## config.mk

```make
export PLATFORM = sky130hd
export DESIGN_NAME = bb3_mean
export DESIGN_NICKNAME = d
export VERILOG_FILES = /design/src/bb3_pkg.sv /design/src/bb3_mean.sv
export VERILOG_INCLUDE_DIRS = /design/src /design/src/src
export SDC_FILE = /design/constraint.sdc
export NUM_CORES = 1
export LEC_CHECK = 0
export ABC_AREA = 1
export BUFFER_PORTS_ARGS = -buffer_cell sky130_fd_sc_hd__buf_4
export CAP_MARGIN = 15
export CORE_UTILIZATION = 58
export DETAILED_ROUTE_END_ITERATION = 8
export PLACE_DENSITY = 0.89
export SYNTH_ARGS = -nofsm -noshare
export SYNTH_HDL_FRONTEND = slang
export SYNTH_SLANG_ARGS = --single-unit
```

## constraint.sdc

```tcl
create_clock -name i_clk -period 6.3 [get_ports i_clk]
set_clock_uncertainty 0.1 [all_clocks]
set_input_delay 0.63 -clock i_clk [delete_from_list [all_inputs] [get_ports i_clk]]
set_output_delay 0.63 -clock i_clk [all_outputs]
set_load 0.005 [all_outputs]
```

## src/assert_macros.svh

```systemverilog
// Assertion macros shared by the box filter RTL.
// Defining NO_ASSERTIONS turns every use into nothing; no other dependencies.
`ifndef ASSERT_MACROS_SVH
`define ASSERT_MACROS_SVH
`ifndef NO_ASSERTIONS
`define BB3_ASSERT(lbl, prop, msg) \
    lbl: assert property (@(posedge i_clk) disable iff (!i_rst_n) prop) else $error(msg);
`define BB3_ASSERT_RST(lbl, prop, msg) \
    lbl: assert property (@(posedge i_clk) prop) else $error(msg);
`else
`define BB3_ASSERT(lbl, prop, msg)
`define BB3_ASSERT_RST(lbl, prop, msg)
`endif
`endif

```

## src/bb3_pkg.sv

```systemverilog
// Types and constants for the 3x3 RGB box filter.
// No dependencies; used by bb3_mean and box_blur_3x3_rgb.
package bb3_pkg;

    localparam int MAX_WIDTH   = 2048;
    localparam int MAX_HEIGHT  = 2048;
    localparam int MIN_SIZE    = 3;
    localparam int RST_WIDTH   = 640;
    localparam int RST_HEIGHT  = 480;

    localparam int COL_W       = $clog2(MAX_WIDTH);
    localparam int OROW_W      = $clog2(MAX_HEIGHT);
    localparam int ROW_W       = OROW_W + 1;
    localparam int CFG_IDX_W   = 2;
    localparam int CFG_DATA_W  = 12;

    localparam int CHAN_W      = 8;
    localparam int SUM_W       = 12;
    localparam int RECIP_W     = 13;
    localparam int RECIP_SHIFT = 16;
    localparam logic [RECIP_W-1:0] RECIP_NINE = 13'd7282;

    typedef enum logic [CFG_IDX_W-1:0] {
        CFG_FRAME_WIDTH  = 2'd0,
        CFG_FRAME_HEIGHT = 2'd1
    } t_cfg_reg;

    typedef struct packed {
        logic [CHAN_W-1:0] red;
        logic [CHAN_W-1:0] green;
        logic [CHAN_W-1:0] blue;
    } t_pixel;

    typedef struct packed {
        logic [CHAN_W-1:0] in_red;
        logic [CHAN_W-1:0] in_green;
        logic [CHAN_W-1:0] in_blue;
        logic              is_padding;
    } t_in_beat;

    typedef struct packed {
        logic [CHAN_W-1:0] out_red;
        logic [CHAN_W-1:0] out_green;
        logic [CHAN_W-1:0] out_blue;
        logic              frame_done;
    } t_out_beat;

    typedef struct packed {
        logic emit;
        logic border;
        logic done;
    } t_win_ctrl;

endpackage

```

## src/bb3_mean.sv

```systemverilog
// Sum and divide-by-nine stages of the box filter (border windows pass the centre pixel), with the output register.
// Depends on bb3_pkg and assert_macros.svh.
`include "assert_macros.svh"

module bb3_mean
    import bb3_pkg::*;
(
    input  logic            i_clk,
    input  logic            i_rst_n,
    input  logic            i_win_valid,
    output logic            o_win_ready,
    input  t_pixel [8:0]    i_win,
    input  t_win_ctrl       i_ctrl,
    output logic            o_out_valid,
    input  logic            i_out_ready,
    output t_out_beat       o_out_beat
);

    logic                 r_v3;
    logic [SUM_W-1:0]     r_sum_r, r_sum_g, r_sum_b;
    logic                 r_border3;
    logic                 r_done3;
    logic                 r_v4;
    t_out_beat            r_out;

    logic                 en3, en4;
    logic [SUM_W-1:0]     n_sum_r, n_sum_g, n_sum_b;
    logic [SUM_W+RECIP_W-1:0] prod_r, prod_g, prod_b;

    function automatic logic [SUM_W-1:0] f_ext(input logic [CHAN_W-1:0] v);
        f_ext = {{(SUM_W-CHAN_W){1'b0}}, v};
    endfunction

    assign en4         = !r_v4 || i_out_ready;
    assign en3         = !r_v3 || en4;
    assign o_win_ready = en3;

    always_comb begin
        n_sum_r = ((f_ext(i_win[0].red) + f_ext(i_win[1].red))
                 + (f_ext(i_win[2].red) + f_ext(i_win[3].red)))
                + ((f_ext(i_win[4].red) + f_ext(i_win[5].red))
                 + (f_ext(i_win[6].red) + f_ext(i_win[7].red)))
                + f_ext(i_win[8].red);
        n_sum_g = ((f_ext(i_win[0].green) + f_ext(i_win[1].green))
                 + (f_ext(i_win[2].green) + f_ext(i_win[3].green)))
                + ((f_ext(i_win[4].green) + f_ext(i_win[5].green))
                 + (f_ext(i_win[6].green) + f_ext(i_win[7].green)))
                + f_ext(i_win[8].green);
        n_sum_b = ((f_ext(i_win[0].blue) + f_ext(i_win[1].blue))
                 + (f_ext(i_win[2].blue) + f_ext(i_win[3].blue)))
                + ((f_ext(i_win[4].blue) + f_ext(i_win[5].blue))
                 + (f_ext(i_win[6].blue) + f_ext(i_win[7].blue)))
                + f_ext(i_win[8].blue);
        if (i_ctrl.border) begin
            n_sum_r = f_ext(i_win[4].red);
            n_sum_g = f_ext(i_win[4].green);
            n_sum_b = f_ext(i_win[4].blue);
        end
    end

    always_ff @(posedge i_clk) begin
        if (!i_rst_n) begin
            r_v3 <= 1'b0;
        end else if (en3) begin
            r_v3 <= i_win_valid;
        end
    end

    always_ff @(posedge i_clk) begin
        if (en3 && i_win_valid) begin
            r_sum_r   <= n_sum_r;
            r_sum_g   <= n_sum_g;
            r_sum_b   <= n_sum_b;
            r_border3 <= i_ctrl.border;
            r_done3   <= i_ctrl.done;
        end
    end

    // The reciprocal 7282 / 2^16 gives the exact floor for every sum below 32768.
    assign prod_r = (SUM_W+RECIP_W)'(r_sum_r) * (SUM_W+RECIP_W)'(RECIP_NINE);
    assign prod_g = (SUM_W+RECIP_W)'(r_sum_g) * (SUM_W+RECIP_W)'(RECIP_NINE);
    assign prod_b = (SUM_W+RECIP_W)'(r_sum_b) * (SUM_W+RECIP_W)'(RECIP_NINE);

    always_ff @(posedge i_clk) begin
        if (!i_rst_n) begin
            r_v4 <= 1'b0;
        end else if (en4) begin
            r_v4 <= r_v3;
        end
    end

    always_ff @(posedge i_clk) begin
        if (en4 && r_v3) begin
            if (r_border3) begin
                r_out.out_red   <= r_sum_r[CHAN_W-1:0];
                r_out.out_green <= r_sum_g[CHAN_W-1:0];
                r_out.out_blue  <= r_sum_b[CHAN_W-1:0];
            end else begin
                r_out.out_red   <= prod_r[RECIP_SHIFT+CHAN_W-1:RECIP_SHIFT];
                r_out.out_green <= prod_g[RECIP_SHIFT+CHAN_W-1:RECIP_SHIFT];
                r_out.out_blue  <= prod_b[RECIP_SHIFT+CHAN_W-1:RECIP_SHIFT];
            end
            r_out.frame_done <= r_done3;
        end
    end

    assign o_out_valid = r_v4;
    assign o_out_beat  = r_out;

    `BB3_ASSERT_RST(a_rst_empty, !i_rst_n |=> !o_out_valid && o_win_ready, "pipeline not empty after reset")
    `BB3_ASSERT(a_sum_hold, r_v3 && !en4 |=> r_v3 && $stable(r_sum_r) && $stable(r_sum_b), "sum stage lost a held beat")
    `BB3_ASSERT(a_interior_range, r_v3 && !r_border3 |-> r_sum_g <= SUM_W'(9 * 255), "window sum out of range")

endmodule

```

==> metrics.yaml, run 1 <==
fin_tns_setup_ns: 0
synth_area_leaders: "fa_1 34%, ha_1 20%, edfxtp_1 13%, inv_1 12%, nand2_1 8.2%"
yosysTopAreaCell: "fa_1"
fp-row-count: 58
routedWlPerCell_um: 15.05
finalCritPeriodShare_pct: 75.86
start_kind: "flip-flop"
gr-total-overflow: 0
fp.dieH_um: 161.5
status: "completed"
worstSetupPathType: "flip-flop to flip-flop"
vias_per_cell: 5.181
cts_sinks: 65
crit_slowest_cell: "fa_1"
root_buffer: "clkbuf_16"
synth-xor-area-share_pct: 0.7713
cp.arrival_ns: 4.76
dieArea_um2: 26090
synthAdderAreaFrac_pct: 54.11
timing.final.ws_setup_ns: 1.521
synth-simple-area-share_pct: 14.27
numPortBuffers: 248
ctsResizeCount: 0
syn_area_um2: 14760
hold_violations: 0
crit_fanout: 4
setup.worst_path.end_class: "flip-flop"
drive_above_1_share_pct: 14.47
pin_count: 250
htree_levels: 3
syn_nets: 2398
drv_cap: 0
syn_inst: 1686
drt-total-wl_um: 34200
yosysWarnings: 0
synth_top_area_share_pct: 33.77
cts_tree: "yes"
slowest_delay_ns: 0.55
slew-limit-headroom_pct: 35.66
path_cells: "inv_1 -> fa_1 -> inv_1 -> ha_1 -> inv_1 -> fa_1 -> inv_1 -> fa_1 -> inv_1 -> fa_1 -> inv_1 -> ha_1 -> a21oi_1 -> nor2_1 -> nor2_1 -> nand3_1 -> xor2_1 -> nand2_1 -> nand2_1"
ys.flop_type: "edfxtp_1"
grt_max_degree: 38
synth_top_family_by_area: "adder cells"
clkTransAtPathRegs_ns: 0.06
synth-compound-area-share_pct: 5.670
synthDistinctLibCells: 42
async_flop_share_pct: 0
preCtsSetupSlack_ns: 1.528
hpwl_um: 30660
post_cts_buffers: 0
grt_pass1_wl_um: 57220
slew_viol_final: 0
fin_crit_ns: 4.779
cts_buffer_depth: 2
rsz0062_at_grt: "false"
wl_met1_um: 14330
cp.required_ns: 6.29
ant_nets: 0
wl_met2_um: 17170
maxUsedRoutingLayer: "met4"
routed-wl-met3_um: 1642
synth_commonest_cells: "459 x inv_1, 322 x nand2_1, 249 x fa_1, 240 x ha_1, 72 x a21oi_1"
die_w_um: 161.5
fmax_mhz: 209.2
insertion_delay_ns: 0.35
synth_edf_count: 63
area_delta_synth_final_pct: 17.33
muxShareOfSynthArea_pct: 0
worstHoldPathType: "flip-flop to flip-flop"
ys_seq_area_share_pct: 13.09
drt_pass1_iterations: 6
first_global_vias: 12710
syn_area_per_cell_um2: 8.755
drc: 0
cts_made_buffers: 9
crit_buf_inv: 6
dp_cells: 2256
track_usage_pct: 27.64
timing.critical_path.max_delay_family: "adder cells"
nets: 2649
dr.first_iter.drc_count: 597
core_um2: 25040
antenna_cells: 0
path_common_cell: "inv_1"
worst_pin_slew_ns: 0.9640
vias: 11770
place_congestion: 0.9411
finalSetupViolCount: 0
initial_utilization_pct: 58.96
antenna_found_initial: 0
cts_hold_repair.buffers: 0
fin_cells: 2272
yosysMostFrequentCell: "inv_1"
synth_seq_cells: 65
## flip-flops by register name (all words and copies together) (netlist names)
name and count:
o_out_beat 25, r_sum_b 12, r_sum_g 12, r_sum_r 12, o_out_valid 1, r_border3 1, r_done3 1, r_v3 1
## worst register-to-register path: stages, from the launching register on
cell and delay (ns):
edfxtp_1 0.44, inv_1 0.15, fa_1 0.55, inv_1 0.06
ha_1 0.31, inv_1 0.07, fa_1 0.51, inv_1 0.06
fa_1 0.51, inv_1 0.05, fa_1 0.47, inv_1 0.04
ha_1 0.32, a21oi_1 0.21, nor2_1 0.06, nor2_1 0.15
nand3_1 0.13, xor2_1 0.16, nand2_1 0.06, nand2_1 0.11
## through the flow
| stage | cell area [µm²] | utilization, % | hold slack, ns |
|---|---|---|---|
| 3_3_place_gp | 17000 | 67.91 | 0.3101 |
| 2_1_floorplan | 14760 | - | 0.3003 |
| 3_5_place_dp | 17000 | 67.91 | 0.3365 |
| 4_1_cts | 17320 | 69.18 | 0.3286 |
| 6_report | 17320 | 69.18 | 0.3314 |
| 5_1_grt | 17320 | 69.18 | 0.3448 |
## worst paths after layout
check / start / slack [ns] / cells after the start / to
worst max-delay path: r_sum_g[3] / 1.52 / 19 / o_out_beat[9]
worst min-delay path: r_done3 / 0.33 / 0 / o_out_beat[0]
worst max register to register: r_sum_g[3] / 1.52 / 19 / o_out_beat[9]
worst min register to register: r_done3 / 0.33 / 0 / o_out_beat[0]
## cells by family after synthesis
logic type	count (synthesis)
and+or+nand+nor	504
buffers and inverters	471
adders and majority gates	489
AOI/OAI and AO/OA	144
DFF	65
xor gates and xnor gates	13
## layout make-up
class	instances	area, µm²
Multi-Input combinational cell	1150	11050
Fill cell	1896	7716
Sequential cell	65	1932
Timing Repair Buffer	250	1877
Inverter	461	1730
Tap cell	330	412.9
Clock buffer	9	225.2
Clock inverter	7	93.84
## cells in the final DEF, fill, tap and decap left out, types with 7 or more instances in the layout
| cell | synthesis | routed |
|---|---|---|
| a21o_1 | 12 | 12 |
| a21oi_1 | 72 | 71 |
| buf_4 | 0 | 250 |
| clkbuf_16 | 0 | 9 |
| edfxtp_1 | 63 | 63 |
| fa_1 | 249 | 249 |
| ha_1 | 240 | 240 |
| inv_1 | 459 | 459 |
| nand2_1 | 322 | 322 |
| nand3_1 | 68 | 68 |
| nand3b_1 | 7 | 7 |
| nand4_1 | 15 | 15 |
| nor2_1 | 67 | 67 |
| nor3_1 | 11 | 11 |
| o211ai_1 | 7 | 7 |
| o21a_1 | 8 | 8 |
| o21ai_0 | 24 | 24 |
| o21bai_1 | 8 | 8 |
| xor2_1 | 8 | 8 |
## routing by layer
metal	up-vias	global-route usage, %
li1	5688	-
met1	5661	34.25
met2	348	48.71
met3	74	4.186
met4	0	10.29
met5	-	0
Power of run 1 is left out: the tool's default activity adds up to more than one toggle a clock period on the data nets, which glitch-free logic cannot reach.
==> run 2, diff against run 1 <==
- ABC_AREA: 1 -> 0
- CORE_UTILIZATION: 58 -> 53
- PLACE_DENSITY: 0.89 -> 0.86
- clock period: 6.3 -> 4.3 ns (I/O delays scaled with it)
==> metrics.yaml, run 2 <==
drv_cap: 0  # unchanged
fin_crit_ns: 4.773  # -0.006234 ns
ys_seq_area_share_pct: 13.89  # +0.81 points
cts_sinks: 65  # unchanged
final_common_cell: "buf_4"
violations: "setup timing"
syn_nets: 2045  # -15%
fin_tns_setup_ns: -8.557  # -8.557 ns
htree_levels: 3  # unchanged
gr-total-overflow: 0  # unchanged
crit_slowest_cell: "fa_1"
slew-limit-headroom_pct: 28.30  # -7.4 points
status: "complete, but fails checks"
largest_reg_flops: 25  # unchanged
rsz0062_at_grt: "true"
reg2reg_from: "r_sum_r[7]"
drc: 0  # unchanged
wl_met2_um: 20030  # +17%
crit_end: "o_out_beat[24]"
synthDistinctLibCells: 64  # +52%
fill_cells: 1524  # -20%
die_w_um: 164.0  # +1.5%
final_cell_mix: "429 x buf_4, 337 x inv_1, 242 x fa_1"
synth_area_leaders: "fa_1 36%, ha_1 22%, edfxtp_1 14%, inv_1 10%, a21oi_1 1.9%"
core_um2: 25470  # +1.7%
fp.dieH_um: 164.0  # +1.5%
root_buffer: "clkbuf_16"
slew_viol_final: 0  # unchanged
hold_ws_ns: 0.1622  # -0.1692 ns
cts_made_buffers: 9  # unchanged
vias_per_cell: 5.360  # +3.5%
fmax_mhz: 209.5  # +0.13%
async_flop_share_pct: 0  # unchanged
nets: 2487  # -6.1%
worst_pin_slew_ns: 1.075  # +0.1115 ns
numPortBuffers: 248  # unchanged
ant_nets: 0  # unchanged
cp.arrival_ns: 4.82  # +0.06 ns
slowest_delay_ns: 0.52  # -0.03 ns
cts_tree: "yes"
r2r_cells: 15  # -4
insertion_delay_ns: 0.35  # about the same
grt_max_degree: 50  # +32%
synth_top_area_share_pct: 35.85  # +2.1 points
syn_area_um2: 13910  # -5.8%
syn_inst: 1333  # -21%
initial_utilization_pct: 54.59  # -4.4 points
ys.flop_type: "edfxtp_1"
drt-total-wl_um: 37250  # +8.9%
dr.first_iter.drc_count: 663  # +11%
finalCritPeriodShare_pct: 111.0  # +35 points
setup.worst_path.end_class: "flip-flop"
first_global_vias: 12590  # -0.90%
crit_path_start: "r_sum_r[7]"
path_cells: "buf_4 -> fa_1 -> ha_1 -> ha_1 -> inv_1 -> fa_1 -> fa_1 -> inv_1 -> ha_1 -> a21oi_2 -> o21ai_2 -> a31o_1 -> a211oi_4 -> o32ai_1 -> a211oi_1"
routedWlPerCell_um: 17.65  # +17%
track_usage_pct: 28.24  # +0.60 points
timing.final.ws_setup_ns: -0.4728  # -1.994 ns
antenna_cells: 0  # unchanged
synth_edf_count: 63  # unchanged
yosysWarnings: 0  # unchanged
hpwl_um: 28810  # -6.0%
yosysMostFrequentCell: "inv_1"
grt_pass1_wl_um: 58880  # +2.9%
crit_fanout: 3  # -1
synth_seq_cells: 65  # unchanged
antenna_found_initial: 0  # unchanged
fp-row-count: 58  # unchanged
dieArea_um2: 26890  # +3.0%
worstSetupPathType: "flip-flop to flip-flop"
cp.required_ns: 4.35  # -1.94 ns
drive_above_1_share_pct: 36.46  # +22 points
hold_violations: 0  # unchanged
clkTransAtPathRegs_ns: 0.06  # about the same
cts_buffer_depth: 2  # unchanged
pin_count: 250  # unchanged
routed-wl-met3_um: 2043  # +24%
synth_commonest_cells: "385 x inv_1, 249 x fa_1, 240 x ha_1, 63 x edfxtp_1, 52 x a21oi_1"
drt_pass1_iterations: 7  # +1
wl_met1_um: 13780  # -3.9%
rr_endpoint: "o_out_beat[24]"
vias: 11310  # -3.9%
maxUsedRoutingLayer: "met4"
area_delta_synth_final_pct: 36.36
place_congestion: 0.9423  # +0.13%
worstHoldPathType: "input pin to flip-flop"
yosysTopAreaCell: "fa_1"
cts_hold_repair.buffers: 0  # unchanged
start_kind: "flip-flop"
r2r_setup_slack_ns: -0.47  # -1.99 ns
syn_area_per_cell_um2: 10.43  # +19%
finalSetupViolCount: 25  # +25
preCtsSetupSlack_ns: -0.4642  # -1.992 ns
-- run 2: metal layers --
metal	track usage, %	vias to the layer above
li1	-	5153
met1	32.64	5556
met5	0	-
met4	10.69	0
met2	53.12	477
met3	3.283	123
-- run 2: critical path, delay by kind of cell, from the launching register on --
kind,cells,cell delay [ns]
compound gates,6,1.31
fa+ha+maj,6,2.41
buf+inv,3,0.33
flops,1,0.43
-- run 2: what timing repair did --
item                       in CTS  in global routing
pin swaps                      64                 28
setup buffers                  22                  8
resized for setup             112                 61
setup endpoints to repair      26                 36
-- run 2: cell type report --
cell class / count / area (µm²) / share of cell area (%)
multi-input combinational: 872 / 11510 / 60.72
timing repair buffer: 442 / 3367 / 17.76
sequential: 65 / 1932 / 10.19
inverter: 385 / 1448 / 7.634
tap: 330 / 412.9 / 2.178
clock buffer: 11 / 232.7 / 1.227
clock inverter: 5 / 56.30 / 0.2969
-- run 2: logic make-up after synthesis --
logic type	Yosys count	synth area share, %
buffers and inverters	396	10.70
XOR/XNOR	43	2.708
adder cells (fa/ha/maj)	489	57.44
AO/OA/AOI/OAI	188	9.115
flip-flops	65	13.89
multiplexers	14	1.152
AND/OR/NAND/NOR	138	4.994
-- run 2: worst min path at each step --
stage,from,slack [ns],cells after the start,endpoint
detailed placement,r_done3,0.33,0,o_out_beat[0]
finish,i_ctrl[0],0.16,1,r_done3
floorplan,r_done3,0.30,0,o_out_beat[0]
CTS,i_ctrl[0],0.16,1,r_done3
global route,i_ctrl[0],0.16,1,r_done3
global placement,r_done3,0.30,0,o_out_beat[0]
-- run 2: stage by stage --
step	area, µm²	utilization (%)	std cells
3_3_place_gp	17560	68.95	2065
5_1_grt	18960	74.44	2110
4_1_cts	18620	73.11	2102
6_report	18960	74.44	2110
3_5_place_dp	17560	68.95	2065
2_1_floorplan	14090	-	1333
Power of run 2 is left out for the same reason.
